$ cat config.mk
export PLATFORM = sky130hd
export DESIGN_NAME = dirty_rect_tracker_unit
export DESIGN_NICKNAME = d
export VERILOG_FILES = /design/src/rtl/drt_pkg.sv /design/src/rtl/dirty_rect_tracker_unit.sv
export SDC_FILE = /design/constraint.sdc
export NUM_CORES = 2
export LEC_CHECK = 0
export BUFFER_PORTS_ARGS = -buffer_cell sky130_fd_sc_hd__buf_2
export CAP_MARGIN = 10
export CORE_ASPECT_RATIO = 0.8
export CORE_UTILIZATION = 55
export CTS_CLUSTER_DIAMETER = 80
export DETAILED_ROUTE_END_ITERATION = 16
export MAX_ROUTING_LAYER = met4
export PLACE_DENSITY_LB_ADDON = 0.1
export SLEW_MARGIN = 10
export SYNTH_ARGS = -nofsm -noshare
export SYNTH_HDL_FRONTEND = slang
export SYNTH_SLANG_ARGS = --single-unit
$ cat constraint.sdc
create_clock -name clk -period 19 [get_ports clk]
set_input_delay 2.85 -clock clk [delete_from_list [all_inputs] [get_ports clk]]
set_output_delay 2.85 -clock clk [all_outputs]
set_load 0.02 [all_outputs]
$ cat src/rtl/drt_pkg.sv
package drt_pkg;

  // Defaults and fixed limits
  localparam int MAX_RECTS_DEF = 8;
  localparam int BUFFER_LIMIT  = 65536;

  // Operation codes
  localparam logic [1:0] OP_MARK  = 2'd0;
  localparam logic [1:0] OP_CLEAR = 2'd1;
  localparam logic [1:0] OP_READ  = 2'd2;

  // Configuration register indexes
  localparam logic REG_ROW_STRIDE   = 1'b0;
  localparam logic REG_BUFFER_BYTES = 1'b1;

  // Divider steps: one quotient bit per cycle over the 16-bit offset
  localparam int DIV_STEPS = 16;

  typedef struct packed {
    logic [15:0] left;
    logic [15:0] top;
    logic [16:0] right;
    logic [16:0] bottom;
  } rect_t;

  typedef enum logic [3:0] {
    ST_IDLE,
    ST_DIV,
    ST_PIECE,
    ST_SCAN_RD,
    ST_SCAN_CMP,
    ST_MERGE_WR,
    ST_APPEND,
    ST_FOLD_RD,
    ST_FOLD_ACC,
    ST_FOLD_WR,
    ST_READ_RD,
    ST_READ_DATA,
    ST_FINISH
  } drt_state_t;

endpackage

$ cat src/rtl/dirty_rect_tracker_unit.sv
// A clear, an unused code or an out-of-range read goes straight to the result; a valid
// read first reads the rectangle memory; a mark divides the offset by the row stride, then
// scans the stored list for each row piece and folds the full list into one rectangle.
// Marks use the 16-step serial divider and the one-port rectangle memory scan.
// One transaction at a time; the next is taken in the cycle after the result is loaded,
// and a result is loaded only when the previous one is not held by out_stall.
// rst (synchronous) empties the list and sets row_stride 0, buffer_bytes 65536.
module dirty_rect_tracker_unit
  import drt_pkg::*;
#(
  parameter int MAX_RECTS = MAX_RECTS_DEF
) (
  input  logic        clk,
  input  logic        rst,
  input  logic        cfg_write,
  input  logic        cfg_index,
  input  logic [16:0] cfg_data,
  input  logic        in_valid,
  output logic        in_stall,
  input  logic [1:0]  operation,
  input  logic [15:0] byte_offset,
  input  logic [2:0]  span_length,
  input  logic [3:0]  rect_index,
  output logic        out_valid,
  input  logic        out_stall,
  output logic [3:0]  rect_count,
  output logic [15:0] left_col,
  output logic [15:0] top_row,
  output logic [16:0] right_col,
  output logic [16:0] bottom_row
);

  localparam int AW = (MAX_RECTS > 1) ? $clog2(MAX_RECTS) : 1;
  localparam int CW = $clog2(MAX_RECTS + 1);
  localparam int DCW = $clog2(DIV_STEPS + 1);

  // Bounding box of two rectangles
  function automatic rect_t grow(rect_t a, rect_t b);
    rect_t g;
    g.left   = (b.left < a.left) ? b.left : a.left;
    g.top    = (b.top < a.top) ? b.top : a.top;
    g.right  = (b.right > a.right) ? b.right : a.right;
    g.bottom = (b.bottom > a.bottom) ? b.bottom : a.bottom;
    return g;
  endfunction

  drt_state_t state, state_next;

  logic [15:0]   row_stride;
  logic [16:0]   buffer_bytes;
  logic [CW-1:0] count;
  logic          out_load;

  logic [1:0]    op_q;
  logic [3:0]    idx_q;
  logic [2:0]    len_left;
  logic [16:0]   stride;
  logic [15:0]   dividend;
  logic [16:0]   rem;
  logic [15:0]   quot;
  logic [DCW-1:0] div_cnt;
  logic [15:0]   cur_col;
  logic [15:0]   cur_row;
  rect_t         piece;
  rect_t         acc;
  rect_t         res;
  logic [AW-1:0] scan_k;

  // Rectangle store
  rect_t         mem [MAX_RECTS];
  rect_t         rd_data;
  logic          mem_we;
  logic [AW-1:0] mem_addr;
  rect_t         mem_wdata;

  // Accept-time decode
  logic [16:0] size;
  logic [24:0] bb_wide;
  logic [16:0] room;
  logic [2:0]  len_clip;
  logic [2:0]  len_eff;
  logic        mark_ok;
  logic        read_ok;
  logic        in_accept;

  // Scan decode
  logic        hit;
  logic        scan_last;
  logic        list_full;
  logic [16:0] piece_room;
  logic [2:0]  take;
  logic [17:0] trial;

  assign in_stall  = (state != ST_IDLE);
  assign in_accept = in_valid && !in_stall;

  // Clip window size and span length
  always_comb begin
    bb_wide  = 25'(buffer_bytes);
    if (buffer_bytes == 17'd0) begin
      size = 17'd1;
    end else if (bb_wide > 25'(BUFFER_LIMIT)) begin
      size = 17'(BUFFER_LIMIT);
    end else begin
      size = buffer_bytes;
    end
    room     = size - 17'(byte_offset);
    len_clip = (span_length > 3'd4) ? 3'd4 : span_length;
    len_eff  = (17'(len_clip) > room) ? room[2:0] : len_clip;
    mark_ok  = (17'(byte_offset) < size) && (span_length != 3'd0);
    read_ok  = (8'(rect_index) < 8'(count));
  end

  always_comb begin
    hit = (rd_data.left < piece.right[15:0] || piece.right[16]) &&
          (rd_data.right > 17'(piece.left)) &&
          (rd_data.top < piece.bottom[15:0] || piece.bottom[16]) &&
          (rd_data.bottom > 17'(piece.top));
    scan_last  = (8'(scan_k) + 8'd1 >= 8'(count));
    list_full  = (8'(count) >= 8'(MAX_RECTS));
    piece_room = stride - 17'(cur_col);
    take       = (piece_room < 17'(len_left)) ? piece_room[2:0] : len_left;
    trial      = {rem, dividend[15]};
  end

  // Next state
  always_comb begin
    state_next = state;
    unique case (state)
      ST_IDLE: begin
        if (in_accept) begin
          if (operation == OP_MARK && mark_ok) begin
            state_next = ST_DIV;
          end else if (operation == OP_READ && read_ok) begin
            state_next = ST_READ_RD;
          end else begin
            state_next = ST_FINISH;
          end
        end
      end
      ST_DIV: begin
        if (div_cnt == DCW'(DIV_STEPS - 1)) state_next = ST_PIECE;
      end
      ST_PIECE: begin
        state_next = (count == '0) ? ST_APPEND : ST_SCAN_RD;
      end
      ST_SCAN_RD: state_next = ST_SCAN_CMP;
      ST_SCAN_CMP: begin
        if (hit) begin
          state_next = ST_MERGE_WR;
        end else if (!scan_last) begin
          state_next = ST_SCAN_RD;
        end else if (!list_full) begin
          state_next = ST_APPEND;
        end else begin
          state_next = ST_FOLD_RD;
        end
      end
      ST_MERGE_WR, ST_APPEND, ST_FOLD_WR: begin
        state_next = (len_left != 3'd0) ? ST_PIECE : ST_FINISH;
      end
      ST_FOLD_RD: state_next = ST_FOLD_ACC;
      ST_FOLD_ACC: begin
        state_next = (scan_k == AW'(MAX_RECTS - 1)) ? ST_FOLD_WR : ST_FOLD_RD;
      end
      ST_READ_RD: state_next = ST_READ_DATA;
      ST_READ_DATA: state_next = ST_FINISH;
      ST_FINISH: begin
        if (!out_valid || !out_stall) state_next = ST_IDLE;
      end
      default: state_next = ST_IDLE;
    endcase
  end

  // Memory control and result load
  always_comb begin
    mem_we    = 1'b0;
    mem_addr  = scan_k;
    mem_wdata = acc;
    out_load  = 1'b0;
    unique case (state)
      ST_MERGE_WR: mem_we = 1'b1;
      ST_APPEND: begin
        mem_we    = 1'b1;
        mem_addr  = AW'(count);
        mem_wdata = piece;
      end
      ST_FOLD_WR: begin
        mem_we   = 1'b1;
        mem_addr = '0;
      end
      ST_READ_RD: mem_addr = AW'(idx_q);
      ST_FINISH: out_load = !out_valid || !out_stall;
      default: ;
    endcase
  end

  // Store: one port, one address per cycle, read data registered
  always_ff @(posedge clk) begin
    if (mem_we) mem[mem_addr] <= mem_wdata;
    rd_data <= mem[mem_addr];
  end

  // Control state and configuration
  always_ff @(posedge clk) begin
    if (rst) begin
      state        <= ST_IDLE;
      count        <= '0;
      out_valid    <= 1'b0;
      row_stride   <= 16'd0;
      buffer_bytes <= 17'd65536;
    end else begin
      state <= state_next;
      if (cfg_write) begin
        if (cfg_index == REG_ROW_STRIDE) row_stride <= cfg_data[15:0];
        if (cfg_index == REG_BUFFER_BYTES) buffer_bytes <= cfg_data;
      end
      if (in_accept && operation == OP_CLEAR) count <= '0;
      if (state == ST_APPEND) count <= count + CW'(1);
      if (state == ST_FOLD_WR) count <= CW'(1);
      if (out_load) begin
        out_valid <= 1'b1;
      end else if (!out_stall) begin
        out_valid <= 1'b0;
      end
    end
  end

  // Datapath
  always_ff @(posedge clk) begin
    unique case (state)
      ST_IDLE: begin
        op_q     <= operation;
        idx_q    <= rect_index;
        len_left <= len_eff;
        stride   <= (row_stride == 16'd0) ? size : 17'(row_stride);
        dividend <= byte_offset;
        rem      <= 17'd0;
        div_cnt  <= '0;
        res      <= '0;
      end
      ST_DIV: begin
        // Restoring division: one quotient bit per cycle
        if (trial >= 18'(stride)) begin
          rem  <= 17'(trial - 18'(stride));
          quot <= {quot[14:0], 1'b1};
        end else begin
          rem  <= trial[16:0];
          quot <= {quot[14:0], 1'b0};
        end
        dividend <= {dividend[14:0], 1'b0};
        div_cnt  <= div_cnt + DCW'(1);
        cur_col  <= 16'(trial >= 18'(stride) ? trial - 18'(stride) : trial);
        cur_row  <= {quot[14:0], (trial >= 18'(stride))};
      end
      ST_PIECE: begin
        // Cut one row piece; any rest starts at column zero of the next row
        piece.left   <= cur_col;
        piece.top    <= cur_row;
        piece.right  <= 17'(cur_col) + 17'(take);
        piece.bottom <= 17'(cur_row) + 17'd1;
        len_left     <= len_left - take;
        cur_col      <= 16'd0;
        cur_row      <= cur_row + 16'd1;
        scan_k       <= '0;
      end
      ST_SCAN_CMP: begin
        if (hit) begin
          acc <= grow(rd_data, piece);
        end else if (!scan_last) begin
          scan_k <= scan_k + AW'(1);
        end else begin
          acc    <= piece;
          scan_k <= '0;
        end
      end
      ST_FOLD_ACC: begin
        acc    <= grow(acc, rd_data);
        scan_k <= scan_k + AW'(1);
      end
      ST_READ_DATA: begin
        if (op_q == OP_READ) res <= rd_data;
      end
      default: ;
    endcase
  end

  // Result register
  always_ff @(posedge clk) begin
    if (out_load) begin
      rect_count <= 4'(count);
      left_col   <= res.left;
      top_row    <= res.top;
      right_col  <= res.right;
      bottom_row <= res.bottom;
    end
  end

endmodule

==> impl_metrics.py <==
metrics = {
    "worst_setup_path": {
        "slowest_delay_ns": 0.52,
        "critPathKind": "input pin to flop",
        "critPathRequiredTime_ns": 19.43,
        "crit_chain": "buf_2 > ha_1 > fa_1 > xor2_1 > ha_1 > a32o_1 > a211oi_1 > nand4_1 > nor4_1 > nand4_1 > a2111oi_4 > nor3b_1 > a211o_1",
        "crit_path_end_kind": "flop",
        "cp_num_buf_inv": 1,
        "cp.arrival_ns": 6.22,
        "crit_family": "compound AO/OA/AOI/OAI gates",
        "rrSetupSlack_ns": 13.99,
        "reg2reg_depth": 20,
        "startpoint_type": "input pin",
        "reg2reg_to": "piece[29]",
        "reg2reg_from": "cur_col[0]",
        "worst_path_max_delay_cell": "a2111oi_4",
        "crit_path_max_fanout": 6,
    },
    "route": {
        "drt-pass1-iter-count": 11,
        "drt_iter0_drc": 3026,
        "drc": 10,
        "routedWlPerCell_um": 22.35,
        "drt-vias-per-instance": 5.794,
        "vias": 31119,
        "routed_wl_mm": 120.0,
        "antenna_left": 0,
    },
    "global_routing": {
        "grt_pass1_vias": 29700,
        "grt-ovfl-total": 0,
        "grt_pass1_wl_mm": 181.2,
        "grt_usage": 0.2865,
        "grt_max_degree": 207,
        "antenna_found_initial": 5,
    },
    "yosys": {
        "synth_top_family_by_area": "simple AND/OR/NAND/NOR gates",
        "async_flop_share": 0,
        "syn_inst": 4087,
        "synthMuxAreaShare": 0.01940,
        "synth_compound_area_frac": 0.07503,
        "yosysSeqAreaShare": 0.6282,
        "synth_cell_types": 85,
        "synth-edff-count": 909,
        "netlist_area_sq_mm": 0.04689,
        "synth_xor_area_frac": 0.009152,
        "avgSynthCellArea_sq_um": 11.47,
        "yosysWarnings": 0,
        "synth-simple-area-share": 0.1567,
        "synth_fa_ha_area_frac": 0.07204,
        "ys.flop_type": "edfxtp_1",
        "ys_seq_elements": 1017,
        "syn_nets": 4402,
    },
    "placed_design": {
        "hpwl_mm": 78.31,
        "io_buffers": 119,
        "finalWeightedCongestion": 0.9377,
    },
    "min_path": {
        "whs_path_depth": 0,
        "whs_endpoint": "bottom_row[14]",
        "hold_path.class": "flop to flop",
        "hp-start": "res[14]",
    },
    "clock_network": {
        "post-cts-setup-buffers": 0,
        "clk_latency_ns": 0.69,
        "cts.hold.buffers_added": 0,
        "cts_tree": "built",
        "clockBufferDepth": 3,
        "cts_resized": 0,
        "cts_sinks": 1017,
        "cts-buffers-inserted": 100,
        "cts_root_buf": "clkbuf_16",
        "htreeDepth": 3,
        "clk_pin_slew_worst_paths_ns": 0.07,
    },
    "final_layout": {
        "register_area_sq_mm": 0.02946,
        "nets": 4485,
        "final_layout_size_suffix_gt1_frac": 0.08717,
        "fillers": 6765,
        "area_growth_pct": 10.55,
        "antenna_cells": 0,
        "multi_input_area_sq_mm": 0.01570,
    },
    "timing": {
        "fin_hold_ws_ns": 0.4207,
        "worstMarginPinSlew_ns": 1.250,
        "fin_crit_sh": 0.3046,
        "rsz0062_at_grt": "false",
        "relSlewSlack": 0.1646,
        "timing.final.crit_period_ns": 5.788,
        "fin_skew_ns": 0.02079,
        "setup_violations": 0,
        "tns_ns": 0,
        "hold_violations": 0,
        "max_freq_mhz": 172.8,
        "slew_viol_final": 0,
    },
    "floorplanning": {
        "die_area_sq_mm": 0.08644,
        "chipHeight_um": 263.2,
        "die_w_um": 328.5,
        "row_count": 95,
        "pin_count": 120,
        "core_area_sq_mm": 0.08416,
        "initial_core_util": 0.5572,
    },
    "power": {
        "p_leak_nw": 20.35,
        "ir_drop_v": 0.0001699,
        "powerDensity_mw_per_mm2": 181.1,
    },
    "job": {
        "max_cap_viol_count": 0,
    },
    "run_status": {
        "status": "complete, but fails checks",
        "violations": "design-rule violations",
    },
}
[synthesized netlist by cell type, drive strengths merged (53+ instances only)]
library cell    n  area share
nor2          118      0.0094
dfxtp         108       0.046
nand2         839       0.067
edfxtp        909        0.58
o21ai         212       0.023
a21oi         110       0.012
mux2i          74       0.016
nand3         365       0.039
a21o           75       0.012
ha            262       0.070
clkbuf        128       0.010
inv           291       0.023
buf            53      0.0060
nor3          110       0.012
[metal layers]
layer | up-vias | GRT usage | share of wire
met5 | - | - | 0
met4 | 0 | 0.08950 | 0.030
met3 | 206 | 0.03851 | 0.060
met2 | 975 | 0.4321 | 0.46
met1 | 15146 | 0.4044 | 0.45
li1 | 14792 | - | -
[cells in the final DEF (no fill, tap or decap), drive strengths merged, types with 10 or more instances in the layout]
master	instances
and2	14
nor2	118
buf	162
ha	262
xor2	12
nand2b	27
a31oi	12
dfxtp	108
edfxtp	909
or2	11
nor2b	41
o211ai	10
nand2	839
clkinv	31
nand4	43
a21oi	110
mux2i	74
o21ai	212
clkbuf	142
a21o	75
inv	297
xnor2	37
a211oi	22
nor4	20
o21a	21
nand3	365
o21bai	12
nor3	110
and3	13
mux2	15
[stage by stage]
step	utilization	instance area (sq um)	cells	setup WS [ns]	power (W)
3_3_place_gp	0.5772	48570	5183	12.62	0.007346
6_report	0.6160	51840	5371	13.21	0.009389
4_1_cts	0.6160	51840	5371	13.26	0.009404
3_5_place_dp	0.5772	48570	5183	12.54	0.007402
5_1_grt	0.6160	51840	5371	13.07	0.009972
2_1_floorplan	-	46890	4087	12.06	0.006201
[final cells by class]
cell class                      count  area share
Multi-Input combinational cell   2598      0.3028
Timing Repair Buffer              162     0.01796
Clock buffer                      142     0.05346
Inverter                          291     0.02112
Sequential cell                  1017      0.5683
Clock inverter                     46    0.009510
Tap cell                         1115     0.02691
[worst register-to-register path, stage by stage (launching register included)]
cell      delay [ns]
edfxtp_1        0.42
ha_1            0.23
fa_1            0.50
inv_1           0.06
ha_1            0.26
a21boi_0        0.13
o21ai_0         0.23
o211ai_1        0.13
nor4_1          0.29
nand4_1         0.13
nor3_1          0.26
nand3_2         0.21
mux2i_1         0.27
ha_1            0.21
inv_1           0.05
fa_1            0.40
inv_1           0.07
a21oi_1         0.12
nor3_1          0.47
nand3_1         0.17
xnor2_1         0.15
[where the power goes]
group	switching (W)	internal (W)
logic	0.00250	0.00124
registers	0.000366	0.00329
clock network	0.000857	0.00113
[how the worst max path moves through the flow]
stage / start / end / slack (ns) / cells past startpoint
after floorplan: state[3] / mem[3][0] / 12.06 / 10
after global placement: byte_offset[0] / len_left[1] / 12.62 / 13
after detailed placement: byte_offset[0] / len_left[1] / 12.54 / 13
after CTS: byte_offset[0] / len_left[1] / 13.26 / 13
after global routing: byte_offset[0] / len_left[1] / 13.07 / 13
final: byte_offset[0] / len_left[1] / 13.21 / 13
[sequential cells by signal, indices dropped and copies added, names as in the netlist, 3 cells and up]
name          count
mem             528
acc              66
piece            66
rd_data          66
res              66
bottom_row       17
buffer_bytes     17
rem              17
right_col        17
stride           17
cur_col          16
cur_row          16
dividend         16
left_col         16
row_stride       16
top_row          16
quot             15
div_cnt           5
count             4
rect_count        4
state             4
idx_q             3
len_left          3
scan_k            3
[kinds of logic (layout without fill, tap and decap cells)]
kind of cell	Yosys count	in the layout
AOI/OAI and AO/OA	555	555
xor gates and xnor gates	49	49
adders and majority gates	267	267
buffers and inverters	472	641
DFF	1017	1017
muxes	89	89
and+or+nand+nor	1638	1638
Note: power is estimated with default switching activity, not from simulation.
